File: src/sv/rbpp_pkg.sv
`default_nettype none

package rbpp_pkg;

    localparam int PTR_W  = 8;
    localparam int BYTE_W = 8;
    localparam int CFG_W  = 8;

    localparam logic [PTR_W-1:0] CAP_MIN   = 8'd2;
    localparam logic [PTR_W-1:0] CAP_RESET = 8'd255;

    typedef enum logic [0:0] {
        KIND_PUSH = 1'b0,
        KIND_POP  = 1'b1
    } kind_t;

    typedef enum logic [1:0] {
        ST_OK        = 2'd0,
        ST_OVERWRITE = 2'd1,
        ST_DISCARD   = 2'd2,
        ST_EMPTY     = 2'd3
    } status_t;

    typedef enum logic [0:0] {
        REG_CAPACITY    = 1'b0,
        REG_FULL_POLICY = 1'b1
    } reg_index_t;

    typedef enum logic [0:0] {
        POLICY_OVERWRITE = 1'b0,
        POLICY_DISCARD   = 1'b1
    } policy_t;

endpackage

`default_nettype wire

File: src/sv/rbpp_if.sv
`default_nettype none

interface rbpp_req_if;
    logic                       valid;
    logic                       ready;
    rbpp_pkg::kind_t            kind;
    logic [rbpp_pkg::BYTE_W-1:0] push_byte;

    modport source (output valid, output kind, output push_byte, input ready);
    modport sink   (input valid, input kind, input push_byte, output ready);
endinterface

interface rbpp_rsp_if;
    logic                        valid;
    logic                        ready;
    logic [rbpp_pkg::BYTE_W-1:0] pop_byte;
    logic [rbpp_pkg::PTR_W-1:0]  fill_count;
    rbpp_pkg::status_t           status;

    modport source (output valid, output pop_byte, output fill_count, output status,
                    input ready);
    modport sink   (input valid, input pop_byte, input fill_count, input status,
                    output ready);
endinterface

`default_nettype wire

File: src/sv/ring_buffer_push_pop_back_unit.sv
// Channel   Modport  Payload                          Direction
// req       sink     kind, push_byte                  into the block
// rsp       source   pop_byte, fill_count, status     out of the block
// wr_*      plain    wr_index, wr_data                configuration writes
//
// Pointers and count update at the edge that accepts a request,
// and its result is valid in the next cycle. A new request is accepted every cycle
// while the result is taken; ready drops only while a result waits on rsp.
// The slot read of a pop is the registered read of the slot RAM.
// Reset clears pointers and count, sets capacity to 255 and the overwrite policy; the slot RAM holds no reset value.
`default_nettype none

module ring_buffer_push_pop_back_unit #(
    parameter int DEPTH = 256
) (
    input  wire logic                       clk,
    input  wire logic                       rst_n,
    rbpp_req_if.sink                        req,
    rbpp_rsp_if.source                      rsp,
    input  wire logic                       wr_en,
    input  wire rbpp_pkg::reg_index_t       wr_index,
    input  wire logic [rbpp_pkg::CFG_W-1:0] wr_data
);

    localparam int AW = $clog2(DEPTH);
    localparam int CAP_MAX_INT = (DEPTH - 1 > 255) ? 255 : DEPTH - 1;
    localparam logic [rbpp_pkg::PTR_W-1:0] CAP_MAX = rbpp_pkg::PTR_W'(CAP_MAX_INT);

    logic [rbpp_pkg::PTR_W-1:0] capacity_reg;
    rbpp_pkg::policy_t          policy_reg;

    logic [rbpp_pkg::PTR_W-1:0] head_reg, head_next;
    logic [rbpp_pkg::PTR_W-1:0] tail_reg, tail_next;
    logic [rbpp_pkg::PTR_W-1:0] count_reg, count_next;

    logic                       rsp_valid_reg;
    logic                       rsp_pop_reg, rsp_pop_next;
    logic [rbpp_pkg::PTR_W-1:0] rsp_fill_reg;
    rbpp_pkg::status_t          rsp_status_reg, status_next;

    logic                       req_acc;
    logic [rbpp_pkg::PTR_W-1:0] cap_eff;
    logic [rbpp_pkg::PTR_W:0]   tail_inc, head_inc;
    logic [rbpp_pkg::PTR_W-1:0] tail_adv, head_adv, tail_dec;
    logic                       ram_wr_en, ram_rd_en;
    logic [rbpp_pkg::BYTE_W-1:0] ram_rd_data;

    assign req.ready = !rsp_valid_reg || rsp.ready;
    assign req_acc   = req.valid && req.ready;

    always_comb
    begin
        priority if (capacity_reg < rbpp_pkg::CAP_MIN)
            cap_eff = rbpp_pkg::CAP_MIN;
        else if (capacity_reg > CAP_MAX)
            cap_eff = CAP_MAX;
        else
            cap_eff = capacity_reg;
    end

    assign tail_inc = {1'b0, tail_reg} + 1'b1;
    assign head_inc = {1'b0, head_reg} + 1'b1;
    assign tail_adv = (tail_inc >= {1'b0, cap_eff}) ? '0 : tail_inc[rbpp_pkg::PTR_W-1:0];
    assign head_adv = (head_inc >= {1'b0, cap_eff}) ? '0 : head_inc[rbpp_pkg::PTR_W-1:0];
    assign tail_dec = (tail_reg == '0) ? cap_eff - 1'b1 : tail_reg - 1'b1;

    always_comb
    begin
        head_next    = head_reg;
        tail_next    = tail_reg;
        count_next   = count_reg;
        status_next  = rbpp_pkg::ST_OK;
        rsp_pop_next = 1'b0;
        ram_wr_en    = 1'b0;
        ram_rd_en    = 1'b0;
        unique case (req.kind)
            rbpp_pkg::KIND_PUSH:
            begin
                priority if (count_reg == '0)
                begin
                    ram_wr_en  = 1'b1;
                    count_next = 8'd1;
                end
                else if (count_reg < cap_eff)
                begin
                    tail_next  = tail_adv;
                    ram_wr_en  = 1'b1;
                    count_next = count_reg + 1'b1;
                end
                else if (policy_reg == rbpp_pkg::POLICY_OVERWRITE)
                begin
                    tail_next   = tail_adv;
                    head_next   = head_adv;
                    ram_wr_en   = 1'b1;
                    status_next = rbpp_pkg::ST_OVERWRITE;
                end
                else
                begin
                    status_next = rbpp_pkg::ST_DISCARD;
                end
            end
            rbpp_pkg::KIND_POP:
            begin
                if (count_reg == '0)
                begin
                    status_next = rbpp_pkg::ST_EMPTY;
                end
                else
                begin
                    ram_rd_en    = 1'b1;
                    rsp_pop_next = 1'b1;
                    count_next   = count_reg - 1'b1;
                    if (count_reg == 8'd1)
                    begin
                        head_next = '0;
                        tail_next = '0;
                    end
                    else
                    begin
                        tail_next = tail_dec;
                    end
                end
            end
            default:
            begin
                status_next = rbpp_pkg::ST_OK;
            end
        endcase
    end

    rbpp_ram #(
        .WIDTH (rbpp_pkg::BYTE_W),
        .DEPTH (DEPTH)
    ) u_slots (
        .clk     (clk),
        .wr_en   (req_acc && ram_wr_en),
        .wr_addr (AW'(tail_next)),
        .wr_data (req.push_byte),
        .rd_en   (req_acc && ram_rd_en),
        .rd_addr (AW'(tail_reg)),
        .rd_data (ram_rd_data)
    );

    always_ff @(posedge clk or negedge rst_n)
    begin
        if (!rst_n)
        begin
            capacity_reg <= rbpp_pkg::CAP_RESET;
            policy_reg   <= rbpp_pkg::POLICY_OVERWRITE;
        end
        else if (wr_en)
        begin
            unique case (wr_index)
                rbpp_pkg::REG_CAPACITY:    capacity_reg <= wr_data;
                rbpp_pkg::REG_FULL_POLICY: policy_reg   <= rbpp_pkg::policy_t'(wr_data[0]);
                default:                   capacity_reg <= capacity_reg;
            endcase
        end
    end

    always_ff @(posedge clk or negedge rst_n)
    begin
        if (!rst_n)
        begin
            head_reg      <= '0;
            tail_reg      <= '0;
            count_reg     <= '0;
            rsp_valid_reg <= 1'b0;
        end
        else
        begin
            if (req_acc)
            begin
                head_reg  <= head_next;
                tail_reg  <= tail_next;
                count_reg <= count_next;
            end
            if (req_acc)
                rsp_valid_reg <= 1'b1;
            else if (rsp.ready)
                rsp_valid_reg <= 1'b0;
        end
    end

    always_ff @(posedge clk)
    begin
        if (req_acc)
        begin
            rsp_pop_reg    <= rsp_pop_next;
            rsp_fill_reg   <= count_next;
            rsp_status_reg <= status_next;
        end
    end

    assign rsp.valid      = rsp_valid_reg;
    assign rsp.pop_byte   = rsp_pop_reg ? ram_rd_data : '0;
    assign rsp.fill_count = rsp_fill_reg;
    assign rsp.status     = rsp_status_reg;

    // A pop that empties the buffer returns both pointers to slot zero.
    assert property (@(posedge clk) disable iff (!rst_n)
        req_acc && req.kind == rbpp_pkg::KIND_POP && count_reg == 8'd1
        |=> head_reg == '0 && tail_reg == '0)
        else $error("pointers not cleared after the last pop");

    // A discarded push leaves the fill and both pointers untouched.
    assert property (@(posedge clk) disable iff (!rst_n)
        req_acc && status_next == rbpp_pkg::ST_DISCARD
        |=> count_reg == $past(count_reg) && tail_reg == $past(tail_reg)
            && head_reg == $past(head_reg))
        else $error("discarded push changed the buffer state");

    // A result appears only for a request accepted in the cycle before.
    assert property (@(posedge clk) disable iff (!rst_n)
        $rose(rsp_valid_reg) |-> $past(req_acc))
        else $error("result without an accepted request");

    // No request is taken while a result is stalled.
    assert property (@(posedge clk) disable iff (!rst_n)
        rsp_valid_reg && !rsp.ready |-> !req_acc)
        else $error("request accepted over a stalled result");

endmodule

`default_nettype wire

File: src/sv/rbpp_ram.sv
`default_nettype none

module rbpp_ram #(
    parameter int WIDTH = 8,
    parameter int DEPTH = 256
) (
    input  wire logic                     clk,
    input  wire logic                     wr_en,
    input  wire logic [$clog2(DEPTH)-1:0] wr_addr,
    input  wire logic [WIDTH-1:0]         wr_data,
    input  wire logic                     rd_en,
    input  wire logic [$clog2(DEPTH)-1:0] rd_addr,
    output logic      [WIDTH-1:0]         rd_data
);

    logic [WIDTH-1:0] mem [DEPTH];

    always_ff @(posedge clk)
    begin
        if (wr_en)
        begin
            mem[wr_addr] <= wr_data;
        end
        if (rd_en)
        begin
            rd_data <= mem[rd_addr];
        end
    end

endmodule

`default_nettype wire
File: src/flat_wrapper.sv
// flat-port wrapper written by rule: the top's interface ports become plain ports
module ring_buffer_push_pop_back_unit_flat 
#(
    parameter int DEPTH = 256
)
  (clk, rst_n, wr_en, wr_index, wr_data, req_valid, req_kind, req_push_byte, req_ready, rsp_valid, rsp_pop_byte, rsp_fill_count, rsp_status, rsp_ready);
  rbpp_req_if req_i ();
  rbpp_rsp_if rsp_i ();
  input  wire logic clk;
  input  wire logic rst_n;
  input  wire logic wr_en;
  input  wire rbpp_pkg::reg_index_t wr_index;
  input  wire logic [rbpp_pkg::CFG_W-1:0] wr_data;
  input wire logic [$bits(req_i.valid)-1:0] req_valid;
  input wire logic [$bits(req_i.kind)-1:0] req_kind;
  input wire logic [$bits(req_i.push_byte)-1:0] req_push_byte;
  output wire logic [$bits(req_i.ready)-1:0] req_ready;
  output wire logic [$bits(rsp_i.valid)-1:0] rsp_valid;
  output wire logic [$bits(rsp_i.pop_byte)-1:0] rsp_pop_byte;
  output wire logic [$bits(rsp_i.fill_count)-1:0] rsp_fill_count;
  output wire logic [$bits(rsp_i.status)-1:0] rsp_status;
  input wire logic [$bits(rsp_i.ready)-1:0] rsp_ready;
  assign req_i.valid = req_valid;
  assign req_i.kind = req_kind;
  assign req_i.push_byte = req_push_byte;
  assign req_ready = req_i.ready;
  assign rsp_valid = rsp_i.valid;
  assign rsp_pop_byte = rsp_i.pop_byte;
  assign rsp_fill_count = rsp_i.fill_count;
  assign rsp_status = rsp_i.status;
  assign rsp_i.ready = rsp_ready;
  ring_buffer_push_pop_back_unit #(.DEPTH(DEPTH)) u_core (.clk(clk), .rst_n(rst_n), .req(req_i), .rsp(rsp_i), .wr_en(wr_en), .wr_index(wr_index), .wr_data(wr_data));
endmodule
File: config.mk
export PLATFORM = sky130hd
export DESIGN_NAME = ring_buffer_push_pop_back_unit_flat
export DESIGN_NICKNAME = d
export VERILOG_FILES = /design/src/sv/rbpp_pkg.sv /design/src/sv/rbpp_if.sv /design/src/sv/ring_buffer_push_pop_back_unit.sv /design/src/sv/rbpp_ram.sv /design/src/flat_wrapper.sv
export SDC_FILE = /design/constraint.sdc
export NUM_CORES = 2
export LEC_CHECK = 0
export ABC_AREA = 0
export BUFFER_PORTS_ARGS = -buffer_cell sky130_fd_sc_hd__buf_4
export CAP_MARGIN = 20
export CORE_AREA = 8 8 380 382
export CTS_CLUSTER_DIAMETER = 150
export DETAILED_ROUTE_END_ITERATION = 12
export DIE_AREA = 0 0 388 390
export GPL_TIMING_DRIVEN = 0
export PLACE_DENSITY_LB_ADDON = 0.2
export REMOVE_ABC_BUFFERS = 1
export SYNTH_ARGS = -nofsm -noshare
export SYNTH_HDL_FRONTEND = slang
export SYNTH_SLANG_ARGS = --single-unit
File: constraint.sdc
create_clock -name clk -period 6.2 [get_ports clk]
set_input_delay 0.62 -clock clk [delete_from_list [all_inputs] [get_ports clk]]
set_output_delay 0.62 -clock clk [all_outputs]
set_load 0.03 [all_outputs]
### After elaboration in Yosys (flattened, before gate mapping)

Memories as Yosys holds them, arrays and structs flattened. A register that Yosys moved wholly into a read port is not among the register bits.
Index checks and enable logic that the tools add are counted.

| word-level totals | value |
|---|---|
| output and inout bits | 20 |
| input bits | 23 |
| register bits | 37 |
| memories | 1 |
| RAM bits | 2048 |
| word-level logic and storage cells | 61 |

| operators by class | value |
|---|---|
| mux-type cells | 30 |
| $lt $le $gt $ge | 4 |
| reduce and logical (&&, ||, !) cells | 10 |
| equal/unequal tests | 1 |
| add/sub/neg operators | 5 |
| bitwise gates (word level) | 2 |

Memories:

| memory | depth | bits a word | read ports | clocked after Yosys merged registers in | wr ports | line | source |
|---|---|---|---|---|---|---|---|
| u_core.u_slots.mem | 256 | 8 | 1 | 1 | 1 | rbpp_ram.sv:16 | `logic [WIDTH-1:0] mem [DEPTH];` |

Operators by type and width:

| cell | count |
|---|---|
| two-way mux 8 bit | 13 |
| one-hot mux 8 bit (2 select lines) | 2 |
| subtractor 8 x 1 -> 8 bit (second input constant) | 3 |
| logical NOT 8 bit | 2 |
| two-way mux 1 bit | 10 |
| adder 8 x 1 -> 9 bit (second input constant) | 1 |
| greater-or-equal comparator 9 x 8 -> 1 bit | 1 |
| adder 8 x 1 -> 8 bit (second input constant) | 1 |
| == test 8 x 1 -> 1 bit (second input constant) | 1 |
| > comparator 8 bit (second input constant) | 1 |
| less-than comparator 8 x 2 -> 1 bit (second input constant) | 1 |
| less-than comparator 8 bit | 1 |
| two-way mux 2 bit | 4 |
| one-hot mux 2 bit (2 select lines) | 1 |
| AND reduction 2 bit | 2 |
| logical AND 1 bit | 3 |
| inverter 1 bit | 2 |
| nonzero test 2 bit | 1 |
| logical NOT 1 bit | 1 |
| logical OR 1 bit | 1 |

### Logic depth before layout (Yosys ltp)

| logic depth | value |
|---|---|
| word-level depth | 10 |
| depth in mapped cells | 18 |

### Hierarchy

A second synthesis with hierarchy kept.

| unflattened totals | value |
|---|---|
| cell total of the unflattened synthesis | 4104 |
| area total of the unflattened synthesis | 82696.8 um^2 |

By module, submodules not included:

| module | cells each | area each (um^2) | times used | seq. area each (um^2) |
|---|---|---|---|---|
| rbpp_ram | 3733 | 79636.4 | 1 | 61739.2 |
| ring_buffer_push_pop_back_unit | 371 | 3060.4 | 1 | 991.0 |

### Least setup slack after synthesis

No wires, ideal clock.

| path | value |
|---|---|
| path kind | register to register |
| start | register u_core.tail_reg[3] (netlist bit) |
| end | memory u_core.u_slots.mem[212][0] (enable) |
| library setup time | 370 ps |
| path slack | 1238 ps |
| stages on the path, launching flop included | 17 |
| arrival time | 4592 ps |
| cells stage by stage | dfrtp_1 > buf_2 > inv_2 > buf_1 > clkbuf_1 > xnor2_1 > ha_1 > a21o_1 > a221oi_1 > o21ai_0 > a211oi_2 > nand2_1 > o221a_2 > or3_1 > clkbuf_1 > buf_2 > nor2_1 |

| between the ends | value |
|---|---|
| cells in the longest elaborated chain, start to end | 7 |

RTL lines:

| item | line | source |
|---|---|---|
| from (decl) | ring_buffer_push_pop_back_unit.sv:33 | `logic [rbpp_pkg::PTR_W-1:0] tail_reg, tail_next;` |
| from (signal assigned) | ring_buffer_push_pop_back_unit.sv:175 | `tail_reg <= tail_next;` |
| adder 8 x 1 -> 9 bit | ring_buffer_push_pop_back_unit.sv:61 | `assign tail_inc = {1'b0, tail_reg} + 1'b1;` |
| greater-or-equal comparator 9 x 8 -> 1 bit | ring_buffer_push_pop_back_unit.sv:63 | `assign tail_adv = (tail_inc >= {1'b0, cap_eff}) ? '0 : tail_inc[rbpp_pkg::PTR_W-1:0];` |
| two-way mux 8 bit | ring_buffer_push_pop_back_unit.sv:63 |  |
| two-way mux 8 bit | ring_buffer_push_pop_back_unit.sv:90 | `else if (policy_reg == rbpp_pkg::POLICY_OVERWRITE)` |
| two-way mux 8 bit | ring_buffer_push_pop_back_unit.sv:84 | `else if (count_reg < cap_eff)` |
| two-way mux 8 bit | ring_buffer_push_pop_back_unit.sv:79 | `priority if (count_reg == '0)` |
| one-hot mux 8 bit (2 select lines) (*) | ring_buffer_push_pop_back_unit.sv:76 | `unique case (req.kind)` |
| to (decl) | rbpp_ram.sv:16 |  |

Mark *: on every way between the ends. The rest lies on a longest branch, timed or not.

### Worst setup path in the final report

| path | value |
|---|---|
| start | register u_core.tail_reg[2] (netlist bit) |
| end | memory u_core.u_slots.mem[15][1] (enable) |

Same word-level chain as after synthesis.

==> out/metrics.csv <==
stage,metric,value,unit
timing,RSZ-0062 raised after global routing,no,
logic_synthesis,Syn Area/Cell,22.23,um^2
die,Initial Util,0.5933,
route,Vias,39262,
route,Post-DRT Antenna Nets,0,
layout,synth-to-layout area growth,14.25,%
logic_synthesis,"Seq/Total Area, Yosys",0.7634,
route,Wirelength per Cell,32.79,um
pwr,Power Total,39.70,mW
die,die width,388,um
pwr,Leak,28.65,nW
layout,fin nets,3894,
setup_path,Worst Path Arrival,6500,ps
logic_synthesis,ys flop type,edfxtp_1,
timing,worst setup margin,177.3,ps
die,Die Y,390,um
setup_path,Worst setup SP type,register,
timing,period utilisation layout,0.9714,
setup_path,CP cell instances,inv_2 > nor3_2 > nand4_1 > xor2_2 > inv_1 > ha_1 > and3_1 > a221oi_1 > o21ai_1 > a211oi_2 > buf_4 > and2_1 > a221o_2 > nand4_1 > buf_8 > buf_8 > nor2_4,
pwr,power density over cell area,422.9,mW/mm^2
setup_path,Required @ worst endpoint,6670,ps
logic_synthesis,number of synthesized flops with an enable pin,2067,
clock_tree,root buffer cell,clkbuf_16,
logic_synthesis,#FFs+latches synth,2093,
global_route,Overflow after GRT,0,
job,maxcap violations,0,
min_path,worst min path class,primary input to register,
logic_synthesis,Synth async-reset ratio,0.01242,
timing,Worst slew margin,0.1963,
layout,final cell utilization of the core,0.6778,
global_route,GR Util met2,0.3857,
clock_tree,clock tree buffer depth,3,
placement,Placer Congestion,0.8391,
setup_path,WS Path Type,register to register,
clock_tree,CTS tree,built,
die,DIE AREA,0.1513,mm^2
timing,clk_skew,30.82,ps
logic_synthesis,YS warnings,0,
placement,DP Area,0.08564,mm^2
timing,final hold vios,0,
logic_synthesis,Synth Cell Area,0.08217,mm^2
setup_path,CP max stage cell,dfrtp_4,
die,# rows,137,
timing,final setup vio count,0,
setup_path,max incr delay on CP,790,ps
global_route,Total GRT Usage,0.2517,
layout,Final Cell Area,0.09388,mm^2
clock_tree,CTS sink cnt,2093,
global_route,"Most Used Layer, Global Route",met2,
placement,PortBufs,42,
global_route,met3 Use GR,0.06473,
logic_synthesis,top post-synthesis cells by area,"edfxtp_1 76%, mux4_2 17%, nor2_1 1.3%",
layout,share of layout cells above drive strength 1,0.3487,
layout,Largest register FFs,2048,
timing,Final min period,6023,ps
clock_tree,clock-pin slew of the registers on the worst-case setup and hold paths,60,ps
global_route,first-pass GRT wire length,277200,um
route,DRC Markers,0,
die,I/O pin total,43,
logic_synthesis,leading area contributor after synthesis,edfxtp_1,
route,Initial DRC Count,4123,
logic_synthesis,Yosys top cell area share,0.7554,
layout,post-route non-filler standard cell count,5830,
route,Post-Route WL,191200,um
placement,dpl cells,5403,
timing,final count of pins violating max slew,0,
placement,detailed placer's ending HPWL,113700,um
status,status,"finished, final reports clean",
route,first drt pass iteration count,7,
clock_tree,total CTS buffers,201,
timing,Slew @ Worst Pin,1206,ps
setup_path,CP Capture Type,register,
timing,Fmax,0.1660,GHz
global_route,initial antenna violation count,4,
pwr,worst vdd ir,0.3529,mV
clock_tree,worst skew pair latency,820,ps
logic_synthesis,library cells used by synthesis,81,
timing,Hold Worst Slack,59.16,ps
setup_path,CP Max Fanout,21,
clock_tree,H-tree Lvls,4,
placement,pre-CTS setup slack,-2008,ps
timing,Setup TNS,0,ps
die,Core ar.,0.1385,mm^2
route,vias per std cell,6.734,
global_route,pin count of the biggest net entering global routing,157,
layout,register name with the most flops,u_core.u_slots.mem,
global_route,met1 Track Usage GR,0.3592,
global_route,vias in the first global route,39627,
logic_synthesis,Mapped Cells,3697,
[layout by cell type (no fill, tap or decap), types with 6 or more instances in the layout]
cell type,synthesis,routed
edfxtp_1,2067,2067
a22o_1,10,10
a31oi_1,13,13
buf_4,1,71
nor2_1,280,26
nand4_1,24,24
buf_12,0,14
o21ai_0,31,30
mux4_2,636,636
buf_16,0,42
nand3_1,39,28
nor2_2,0,167
nand3_4,0,11
a22oi_1,44,44
and2_1,14,15
and3_1,6,6
inv_1,18,18
a21o_1,7,7
dfrtp_1,18,15
mux2_2,6,6
a21oi_1,32,31
a221oi_1,7,7
nand2b_1,9,9
nor2_4,0,87
ha_1,22,22
xor2_1,7,6
xnor2_1,7,7
clkinv_8,0,6
dfstp_2,8,8
o211ai_1,7,7
clkinv_2,0,42
nand2_1,60,60
buf_8,0,37
bufinv_16,0,16
clkbuf_1,127,40
clkbuf_16,0,204
clkinv_1,1,54
[where the power goes]
part | switching [mW] | leakage [nW] | internal [mW]
registers | 0.279 | 18.9 | 15.8
logic | 6.44 | 6.63 | 5.31
clock network | 5.19 | 3.13 | 6.70
[worst max-delay path: cells and delay by family (launching register included)]
| family | cells | cell delay, ps |
|---|---|---|
| adders and majority gates | 1 | 310 |
| xor gates and xnor gates | 1 | 310 |
| DFF | 1 | 790 |
| buffers and inverters | 5 | 1130 |
| and+or+nand+nor | 6 | 1920 |
| AOI/OAI and AO/OA | 4 | 1160 |
[worst paths after layout]
path | endpoint | slack, ps | cells past startpoint | from
max | u_core.u_slots.mem[15][1] | 180 | 17 | u_core.tail_reg[2]
min | u_core.capacity_reg[6] | 60 | 3 | wr_data[6]
max reg2reg | u_core.u_slots.mem[15][1] | 180 | 17 | u_core.tail_reg[2]
min reg2reg | u_core.rsp.valid | 550 | 2 | u_core.rsp.valid
max in group asynchronous | u_core.tail_reg[0] | 5580 | 2 | rst_n
min in group asynchronous | u_core.rsp.valid | 290 | 2 | rst_n
[synthesized netlist by cell type (13+ instances only)]
master and instances:
a21oi_1 32, buf_2 50, a22oi_1 44, dfrtp_1 18
nand4_1 24, and2_1 14, nand2_1 60, nand3_1 39
inv_1 18, edfxtp_1 2067, ha_1 22, mux4_2 636
o21ai_0 31, nor2_1 280, clkbuf_1 127, buf_1 41
a31oi_1 13
[timing repair]
| item | in CTS | in global routing |
|---|---|---|
| setup buffers | 39 | 7 |
| hold buffers | 2 | 0 |
| endpoints found under the hold margin | 21 | 0 |
| pin swaps | 15 | 4 |
| gates resized for setup | 363 | 20 |
| endpoints found under the setup margin | 2048 | 1962 |
[per-layer routing]
layer,vias up,share of wire
li1,16040,-
met1,20859,0.39
met2,1989,0.47
met3,372,0.097
met4,2,0.036
met5,-,0.000068
[area by class of cell]
cell class | count | area, um^2
diodes | 2 | 5.005
clock buffers | 244 | 5255
clock inverters | 131 | 1146
fillers | 8389 | 44630
inverters | 21 | 86.33
multi-input cells | 1363 | 19810
flip-flops and latches | 2093 | 62740
well taps | 1807 | 2261
repair buffers | 169 | 2575
[cell families (layout without fill, tap and decap cells)]
logic type / count (synthesis) / in the layout / synth area share
flops: 2093 / 2093 / 0.7634
other cells: 0 / 2 / 0
mux: 645 / 645 / 0.1755
xor+xnor: 14 / 14 / 0.001492
buf+inv: 241 / 565 / 0.01183
compound gates: 209 / 209 / 0.01882
fa+ha+maj: 22 / 22 / 0.003350
simple gates: 473 / 473 / 0.02558
Note: power is estimated with default switching activity, not from simulation.
